--- config.mk ---
export PLATFORM = sky130hd
export DESIGN_NAME = mcbd_ctrl
export DESIGN_NICKNAME = d
export VERILOG_FILES = /design/src/hdl/mcbd_pkg.sv /design/src/hdl/mcbd_ctrl.sv
export VERILOG_INCLUDE_DIRS = /design/src /design/src/hdl
export SDC_FILE = /design/constraint.sdc
export NUM_CORES = 1
export LEC_CHECK = 0
export BUFFER_PORTS_ARGS = -buffer_cell sky130_fd_sc_hd__buf_2
export CORE_AREA = 5 5 42 44
export DETAILED_ROUTE_END_ITERATION = 8
export DIE_AREA = 0 0 47 49
export MAX_ROUTING_LAYER = met4
export PLACE_DENSITY_LB_ADDON = 0.08
export REMOVE_ABC_BUFFERS = 1
export SLEW_MARGIN = 15
export SYNTH_ARGS = -nofsm -noshare
export SYNTH_HDL_FRONTEND = slang
export SYNTH_SLANG_ARGS = --single-unit
--- constraint.sdc ---
create_clock -name clk -period 2.15 [get_ports clk]
set_clock_uncertainty 0.05 [all_clocks]
set_input_delay 0.215 -clock clk [delete_from_list [all_inputs] [get_ports clk]]
set_output_delay 0.215 -clock clk [all_outputs]
set_load 0.005 [all_outputs]
--- src/hdl/mip_chain_box_downsampler_unit_defines.svh ---
// ----------------------------------------------------------------------------
// mip chain box downsampler assertion macros
// shared concurrent assertion shorthands, clocked on clk, disabled in rst
// ----------------------------------------------------------------------------
`ifndef MIP_CHAIN_BOX_DOWNSAMPLER_UNIT_DEFINES_SVH
`define MIP_CHAIN_BOX_DOWNSAMPLER_UNIT_DEFINES_SVH

// same-cycle implication
`define MCBD_ASSERT_IMPL(label, ante, cons, msg) \
  label: assert property (@(posedge clk) disable iff (rst) (ante) |-> (cons)) \
    else $error(msg);

// next-cycle implication
`define MCBD_ASSERT_NEXT(label, ante, cons, msg) \
  label: assert property (@(posedge clk) disable iff (rst) (ante) |=> (cons)) \
    else $error(msg);

`endif

--- src/hdl/mcbd_pkg.sv ---
// ----------------------------------------------------------------------------
// mcbd_pkg
// types and constants shared by the mip chain box downsampler modules
// ----------------------------------------------------------------------------
`default_nettype none

package mcbd_pkg;

  // fixed field widths
  localparam int ChanW     = 8;
  localparam int SizeW     = 4;
  localparam int LevelW    = 4;
  localparam int CoordW    = 9;
  localparam int NumChan   = 4;
  localparam int PairW     = ChanW + 1;
  localparam int PairWordW = NumChan * PairW;

  // input pixel transaction
  typedef struct packed {
    logic [ChanW-1:0] red;
    logic [ChanW-1:0] green;
    logic [ChanW-1:0] blue;
    logic [ChanW-1:0] alpha;
  } pix_t;

  // result transaction
  typedef struct packed {
    logic [LevelW-1:0] level;
    logic [CoordW-1:0] col;
    logic [CoordW-1:0] row;
    logic [ChanW-1:0]  avg_red;
    logic [ChanW-1:0]  avg_green;
    logic [ChanW-1:0]  avg_blue;
    logic [ChanW-1:0]  avg_alpha;
    logic              last;
  } res_t;

  // controller to datapath commands
  typedef struct packed {
    logic load;
    logic hold_wr;
    logic pair_wr;
    logic rd_en;
    logic emit;
  } cmd_t;

  // datapath to controller status
  typedef struct packed {
    logic c_odd;
    logic r_odd;
    logic lvl_done;
    logic out_free;
    logic emit_last;
  } sts_t;

endpackage

`default_nettype wire

--- src/hdl/mcbd_ctrl.sv ---
// ----------------------------------------------------------------------------
// mcbd_ctrl
// state machine that walks one input pixel through the mip levels
// ----------------------------------------------------------------------------
`default_nettype none
`include "mip_chain_box_downsampler_unit_defines.svh"

module mcbd_ctrl (
  input  wire logic           clk,
  input  wire logic           rst,
  input  wire logic           pix_valid,
  output logic                pix_stall,
  output logic                cfg_ready,
  input  wire mcbd_pkg::sts_t sts,
  output mcbd_pkg::cmd_t      cmd
);

  typedef enum logic [1:0] {
    S_IDLE,
    S_STEP,
    S_CALC
  } state_t;

  state_t state;
  state_t state_next;

  // next state and commands
  always_comb begin
    state_next = state;
    cmd        = '0;
    case (state)
      S_IDLE: begin
        if (pix_valid) begin
          cmd.load   = 1'b1;
          state_next = S_STEP;
        end
      end
      S_STEP: begin
        if (sts.lvl_done) begin
          state_next = S_IDLE;
        end else if (!sts.c_odd) begin
          cmd.hold_wr = 1'b1;
          state_next  = S_IDLE;
        end else if (!sts.r_odd) begin
          cmd.pair_wr = 1'b1;
          state_next  = S_IDLE;
        end else begin
          cmd.rd_en  = 1'b1;
          state_next = S_CALC;
        end
      end
      S_CALC: begin
        // the next level may still park its pixel or pair sum, or average again
        if (sts.out_free) begin
          cmd.emit   = 1'b1;
          state_next = S_STEP;
        end
      end
      default: begin
        state_next = S_IDLE;
      end
    endcase
  end

  // state register
  always_ff @(posedge clk) begin
    if (rst) begin
      state <= S_IDLE;
    end else begin
      state <= state_next;
    end
  end

  // handshake outputs
  assign pix_stall = (state != S_IDLE);
  assign cfg_ready = (state == S_IDLE);

  // assertions
  `MCBD_ASSERT_IMPL(a_calc_after_read, state == S_CALC, $past(state) == S_STEP || $past(state) == S_CALC, "average without read")
  `MCBD_ASSERT_NEXT(a_last_ends_item, cmd.emit && sts.emit_last, !cmd.rd_en, "level walk continued after last")
  `MCBD_ASSERT_IMPL(a_cmd_onehot, 1'b1, $onehot0(cmd), "conflicting commands")

endmodule

`default_nettype wire

==> flow_summary_export.csv, run 1 <==
group,metric,value,unit
cells_and_area,largest_register_ffs,2,
pwr,power_density,602,nW/um^2
timing,fmaxAchievable,742,MHz
cells_and_area,share_of_cells_above_drive_strength_1,54.8,%
clocking,h-tree-depth,1,
pwr,pwr-share-clk,57.7,%
routing,detail_route.wl_per_cell,9.81,um
critical_path,path_class,"reg2out",
global_routing,maximum_number_of_pins_on_one_net_before_global_route_repair,7,
global_routing,wire_length_of_the_first_global_routing_pass,800,um
timing,final.setup.tns,0,ns
timing,slew_violations,0,
critical_path,r2r_slack,1.04,ns
yosys,synthCells,16,
cells_and_area,diodes,0,
pwr,sw_frac_of_total,21.8,%
cells_and_area,finish.instance_area,236,um^2
placement,place_area,214,um^2
pwr,power.share.combinational,13.7,%
run_status,run_status,"finished clean",
yosys,synth_top_cells_by_area,"sky130_fd_sc_hd__dfxtp_1, sky130_fd_sc_hd__nand4bb_1, sky130_fd_sc_hd__mux2i_1, sky130_fd_sc_hd__or4b_1, sky130_fd_sc_hd__and3b_1",
floorplanning,dieWidth,47,um
clocking,post_cts.repair.setup_buffers,0,
routing,postRouteWirelength,461,um
timing,timing.slew.headroom,85.1,%
clocking,clock-root-buffer,"sky130_fd_sc_hd__clkbuf_4",
clocking,worst_setup_hold_path_clk_slew,0.03,ns
routing,vias,164,
floorplanning,die_h,49,um
timing,timing.final.setup_violations,0,
cells_and_area,most_frequent_standard_cell_in_the_layout_excluding_fill_and_tap_cells,"sky130_fd_sc_hd__buf_2",
clocking,cts_tree,"yes",
global_routing,grt_remaining_overflow,0,
placement,port-buffer-count,13,
timing,period_minus_ws_final,1.35,ns
clocking,cts-root-to-sink-buffers,2,
min_path,hold_path.class,"in2reg",
floorplanning,initial_utilization,9.73,%
flow_run,max_cap_viol_count,0,
clocking,cts-hold-fix-buffers,0,
timing,fin_crit_sh,62.7,%
yosys,yosysUniqueCellTypes,14,
cells_and_area,num-fill-cells,171,
placement,detailed_place_hpwl,371,um
cells_and_area,multi_input_comb_area,81.3,um^2
cells_and_area,finish.net_count,41,
global_routing,grt_usage,5.40,%
routing,iteration_count_of_the_initial_detailed_routing_pass,1,
clocking,worstSkewPairLatency,0.22,ns
yosys,yosysWarningCount,0,
floorplanning,floorplan.core_area,1400,um^2
min_path,timing.hold.worst_path_depth,2,
timing,worst-slew-pin-transition,0.221,ns
yosys,synth.top_cell.area_share,29.4,%
critical_path,required,1.88,ns
clocking,postCtsResizedCells,0,
cells_and_area,area_growth_syn_to_layout,73.4,%
yosys,yosysSeqAreaShare,29.4,%
routing,vias_per_cell,3.49,
placement,globalplace.congestion,0.686,
yosys,synth.ff_latch_count,2,
routing,initialDrtViolationCount,0,
routing,drt.antenna.violating_nets,0,
critical_path,crit_end_element,"output port",
routing,drc_errors,0,
yosys,post_synth_instance_area,136,um^2
timing,rsz0062_at_grt,"false",
pwr,power_report.internal_total,0.000111,W
critical_path,crit_path_start_kind,"flop",
clocking,total_clock_buffers_created_by_cts,3,
cells_and_area,largest_register,"state",
timing,report.final.hold_viol_count,0,
critical_path,ff2ff_path_depth,2,
critical_path,worst_ep_arrival_time,1.08,ns
global_routing,number_of_antenna_violations_at_the_first_check_in_global_routing,0,
floorplanning,design.portCount,15,
yosys,yosysTopAreaCell,"sky130_fd_sc_hd__dfxtp_1",
clocking,cts.sink_count,2,
yosys,syn_avg_cell_area,8.52,um^2
pwr,total_leakage_power,0.122,nW
pwr,p_switching,0.0000310,W
pwr,ir_drop,0.000123,V
global_routing,grt_pass1_vias,202,
floorplanning,floorplan.die_area,2300,um^2
critical_path,cp_max_fo,6,
cells_and_area,largest_registers,"state x2",
pwr,power_frac_seq,28.5,%
cells_and_area,layout.cells.most_common_list,"sky130_fd_sc_hd__buf_2, sky130_fd_sc_hd__clkbuf_4, sky130_fd_sc_hd__nor2_1, sky130_fd_sc_hd__dfxtp_1",
floorplanning,fp-row-count,14,
cells_and_area,regArea,40.0,um^2
-- worst paths after layout --
path,from,endpoint
setup / recovery,state[1]$_SDFFE_PP0P_,cmd[4]
hold / removal,rst,state[0]$_SDFFE_PP0P_
setup reg to reg,state[1]$_SDFFE_PP0P_,state[1]$_SDFFE_PP0P_
hold reg to reg,state[0]$_SDFFE_PP0P_,state[0]$_SDFFE_PP0P_
-- metrics by stage --
| stage | power (W) | utilization [%] | hold slack (ns) | setup WS, ns | std cells |
|---|---|---|---|---|---|
| 6_report | 0.000142 | 16.9 | 0.139 | 0.802 | 47 |
| 3_3_place_gp | 0.0000607 | 15.3 | 0.367 | 1.04 | 44 |
| 5_1_grt | 0.000156 | 16.9 | 0.138 | 0.732 | 47 |
| 3_5_place_dp | 0.0000611 | 15.3 | 0.370 | 1.02 | 44 |
| 2_1_floorplan | 0.0000481 | - | 0.242 | 1.12 | 15 |
| 4_1_cts | 0.000149 | 16.9 | 0.129 | 0.775 | 47 |
-- worst max-delay path: stages, from the launching register on --
cell                      delay, ns
sky130_fd_sc_hd__dfxtp_1       0.41
sky130_fd_sc_hd__or2_1         0.16
sky130_fd_sc_hd__inv_2         0.03
sky130_fd_sc_hd__and2_1        0.14
sky130_fd_sc_hd__buf_2         0.12
-- Yosys cell counts (all sizes together) --
library cell	n
nand4bb	1
or4b	1
buf	1
and2	1
dfxtp	2
or2	1
and3b	1
o31ai	1
nor3	1
mux2i	1
nor4b	1
inv	2
nor2	2
-- metal layers --
| layer | routed length, um | share of wire, % | vias to the layer above | global-route usage [%] |
|---|---|---|---|---|
| met3 | 65 | 14 | 0 | 0.369 |
| met4 | 0 | 0 | 0 | 8.29 |
| met1 | 199 | 43 | 65 | 6.11 |
| met5 | 0 | 0 | - | - |
| met2 | 196 | 43 | 10 | 6.33 |
| li1 | - | - | 89 | - |
-- power by group through the flow --
stage / Combinational, W / Sequential, W / Clock [W]
after floorplan: 0.00000762 / 0.0000404 / 0
after global placement: 0.0000195 / 0.0000412 / 0
after detailed placement: 0.0000199 / 0.0000412 / 0
after CTS: 0.0000200 / 0.0000408 / 0.0000886
after global routing: 0.0000222 / 0.0000410 / 0.0000927
final: 0.0000196 / 0.0000406 / 0.0000821
-- cells by family after synthesis --
group,after synthesis,share of synthesized area (%)
buffers and inverters,3,11.0
flip-flops,2,29.4
AND/OR/NAND/NOR,9,46.8
AO/OA/AOI/OAI,1,5.51
multiplexers,1,7.34
-- layout make-up --
cell class                 instances  area share (%)
clock buffer                       3            9.52
inverter                           2            3.17
sequential                         2            16.9
tap                               16            8.47
multi-input combinational         11            34.4
timing repair buffer              13            27.5
Note: power is estimated with default switching activity, not from simulation.
==> run 2: changes to the inputs <==
Settings changed: ABC_AREA set to 1.
Clock period 2.15 ns to 1.1 ns, I/O delays scaled along.
==> run 2 against run 1 <==
The run now ends with setup timing left. Sequential power increased by 110%. Clock power is 95% higher. Non-clock buffer count rose by 1. Worst setup slack worse by 0.83 ns.
==> flow_summary_export.csv, run 2 <==
group,metric,value,unit
run_status,run_status,"finished with violations",
run_status,failed_checks,"setup timing",
yosys,yosysTopAreaCell,"sky130_fd_sc_hd__dfxtp_1",
yosys,yosysWarningCount,0,
yosys,synth_top_cells_by_area,"sky130_fd_sc_hd__dfxtp_1, sky130_fd_sc_hd__inv_1, sky130_fd_sc_hd__a21oi_2, sky130_fd_sc_hd__nand2_2, sky130_fd_sc_hd__nor2_1",
timing,slew_violations,0,
routing,drc_errors,0,
cells_and_area,largest_registers,"state x2",
pwr,power_density,1100,nW/um^2
clocking,clock-root-buffer,"sky130_fd_sc_hd__clkbuf_4",
yosys,synthTopCellsByCount,"sky130_fd_sc_hd__inv_1, sky130_fd_sc_hd__nor2_1",
cells_and_area,num-fill-cells,175,
cells_and_area,largest_register,"state",
timing,fin_crit_sh,103,%
pwr,finalPower,0.000308,W
critical_path,required,0.94,ns
flow_run,max_cap_viol_count,0,
routing,postRouteWirelength,493,um
clocking,worst_setup_hold_path_clk_slew,0.03,ns
placement,detailed_place_hpwl,396,um
clocking,cts-hold-fix-buffers,0,
pwr,total_leakage_power,0.159,nW
floorplanning,dieWidth,47,um
global_routing,maximum_number_of_pins_on_one_net_before_global_route_repair,6,
cells_and_area,diodes,0,
placement,placedCellCount,53,
floorplanning,floorplan.core_area,1400,um^2
clocking,total_clock_buffers_created_by_cts,3,
routing,iteration_count_of_the_initial_detailed_routing_pass,2,
timing,timing.final.setup_violations,3,
clocking,cts_tree,"yes",
critical_path,crit_end_element,"output port",
timing,period_minus_ws_final,1.13,ns
yosys,post_synth_instance_area,159,um^2
yosys,postSynth.topFlopCell,"sky130_fd_sc_hd__dfxtp_1",
clocking,cts-root-to-sink-buffers,2,
routing,initialDrtViolationCount,1,
timing,report.final.hold_viol_count,0,
critical_path,path_class,"reg2out",
floorplanning,floorplan.die_area,2300,um^2
global_routing,grt_remaining_overflow,0,
clocking,cts.sink_count,2,
yosys,yosysUniqueCellTypes,12,
cells_and_area,number_of_non_filler_instances_in_the_completed_layout,57,
pwr,ir_drop,0.000427,V
global_routing,grt_usage,4.90,%
critical_path,cp_max_fo,5,
floorplanning,initial_utilization,11.3,%
cells_and_area,largest_register_ffs,2,
yosys,synthCells,25,
routing,detail_route.wl_per_cell,8.65,um
yosys,synth.ff_latch_count,2,
cells_and_area,finish.net_count,51,
clocking,h-tree-depth,1,
timing,rsz0062_at_grt,"true",
cells_and_area,share_of_cells_above_drive_strength_1,73.2,%
timing,postLayoutSetupSlackWorst,-0.0311,ns
yosys,synth.top_cell.area_share,25.2,%
cells_and_area,layout.cells.most_common_list,"sky130_fd_sc_hd__buf_2, sky130_fd_sc_hd__inv_1, sky130_fd_sc_hd__nor2_1, sky130_fd_sc_hd__inv_2, sky130_fd_sc_hd__clkbuf_4",
cells_and_area,multi_input_comb_area,92.6,um^2
cells_and_area,most_frequent_standard_cell_in_the_layout_excluding_fill_and_tap_cells,"sky130_fd_sc_hd__buf_2",
critical_path,worst_ep_arrival_time,0.97,ns
critical_path,crit_path_start_kind,"flop",
global_routing,wire_length_of_the_first_global_routing_pass,786,um
timing,fmaxAchievable,884,MHz
timing,timing.slew.headroom,87.6,%
yosys,share_of_synthesized_registers_carrying_an_async_set_or_reset,0,%
cells_and_area,regArea,42.5,um^2
global_routing,grt_pass1_vias,215,
routing,vias_per_cell,3.63,
floorplanning,fp-row-count,14,
yosys,syn_avg_cell_area,6.36,um^2
global_routing,number_of_antenna_violations_at_the_first_check_in_global_routing,0,
yosys,post-synth-top-count-cell,"sky130_fd_sc_hd__inv_1",
floorplanning,design.portCount,15,
placement,globalplace.congestion,0.618,
clocking,worstSkewPairLatency,0.22,ns
cells_and_area,area_growth_syn_to_layout,76.4,%
floorplanning,die_h,49,um
yosys,yosysSeqAreaShare,25.2,%
yosys,post_synth_edffs,0,
routing,drt.antenna.violating_nets,0,
timing,worst-slew-pin-transition,0.184,ns
min_path,hold_path.class,"in2reg",
routing,vias,207,
placement,port-buffer-count,13,
## run 2: cell type report
cell class | instances | share of cell area (%)
Clock buffer | 3 | 8.04
Inverter | 8 | 10.7
Multi-Input combinational cell | 14 | 33.0
Sequential cell | 2 | 15.2
Tap cell | 16 | 7.14
Timing Repair Buffer | 14 | 25.9
## run 2: per-layer routing
layer / global-route usage (%) / up-vias / share of wire (%)
li1: - / 106 / -
met2: 8.14 / 8 / 55
met5: - / - / 0
met1: 4.16 / 93 / 32
met4: 4.15 / 0 / 0
met3: 1.48 / 0 / 12
## run 2: path summary, 6_finish.rpt
path | from | to | slack [ns] | cells after the start
worst max-delay path | state[0]$_SDFFE_PP0P_ | cmd[2] | -0.03 | 3
worst min-delay path | rst | state[1]$_SDFFE_PP0P_ | 0.009 | 2
worst max register to register | state[0]$_SDFFE_PP0P_ | state[1]$_SDFFE_PP0P_ | 0.28 | 4
worst min register to register | state[1]$_SDFFE_PP0P_ | state[0]$_SDFFE_PP0P_ | 0.50 | 2
## run 2: kinds of logic after synthesis
logic type / share of synthesized area [%]
compound gates: 11.0
buf+inv: 23.6
flops: 25.2
simple gates: 40.2
## run 2: power by group
group	internal, W	leakage, nW	total (W)	switching [W]
clock network	0.000120	0.0138	0.000160	0.0000399
registers	0.0000778	0.0172	0.0000835	0.00000571
logic	0.0000289	0.128	0.0000646	0.0000356
total	0.000227	0.159	0.000308	0.0000813
## run 2: repair_timing
action                                  CTS  global route
pin swaps                                 0             0
resized for setup                         5             0
endpoints found under the setup margin    6             5
buffers inserted                          1             0
## run 2: critical path: stages, from the launching register on
cell and delay, ns:
sky130_fd_sc_hd__dfxtp_2 0.37, sky130_fd_sc_hd__nand2_2 0.10, sky130_fd_sc_hd__nor4_2 0.13, sky130_fd_sc_hd__buf_2 0.15
## run 2: per-stage QoR
stage / worst slack [ns] / area, um^2 / util [%] / setup TNS, ns / hold slack [ns]
global route: -0.115 / 280 / 20.0 / -0.396 / 0.0174
global placement: 0.135 / 236 / 16.9 / 0 / 0.243
CTS: -0.0529 / 280 / 20.0 / -0.142 / 0.000701
floorplan: 0.253 / 151 / - / 0 / 0.122
finish: -0.0311 / 280 / 20.0 / -0.0904 / 0.00943
detailed placement: 0.0786 / 236 / 16.9 / 0 / 0.247
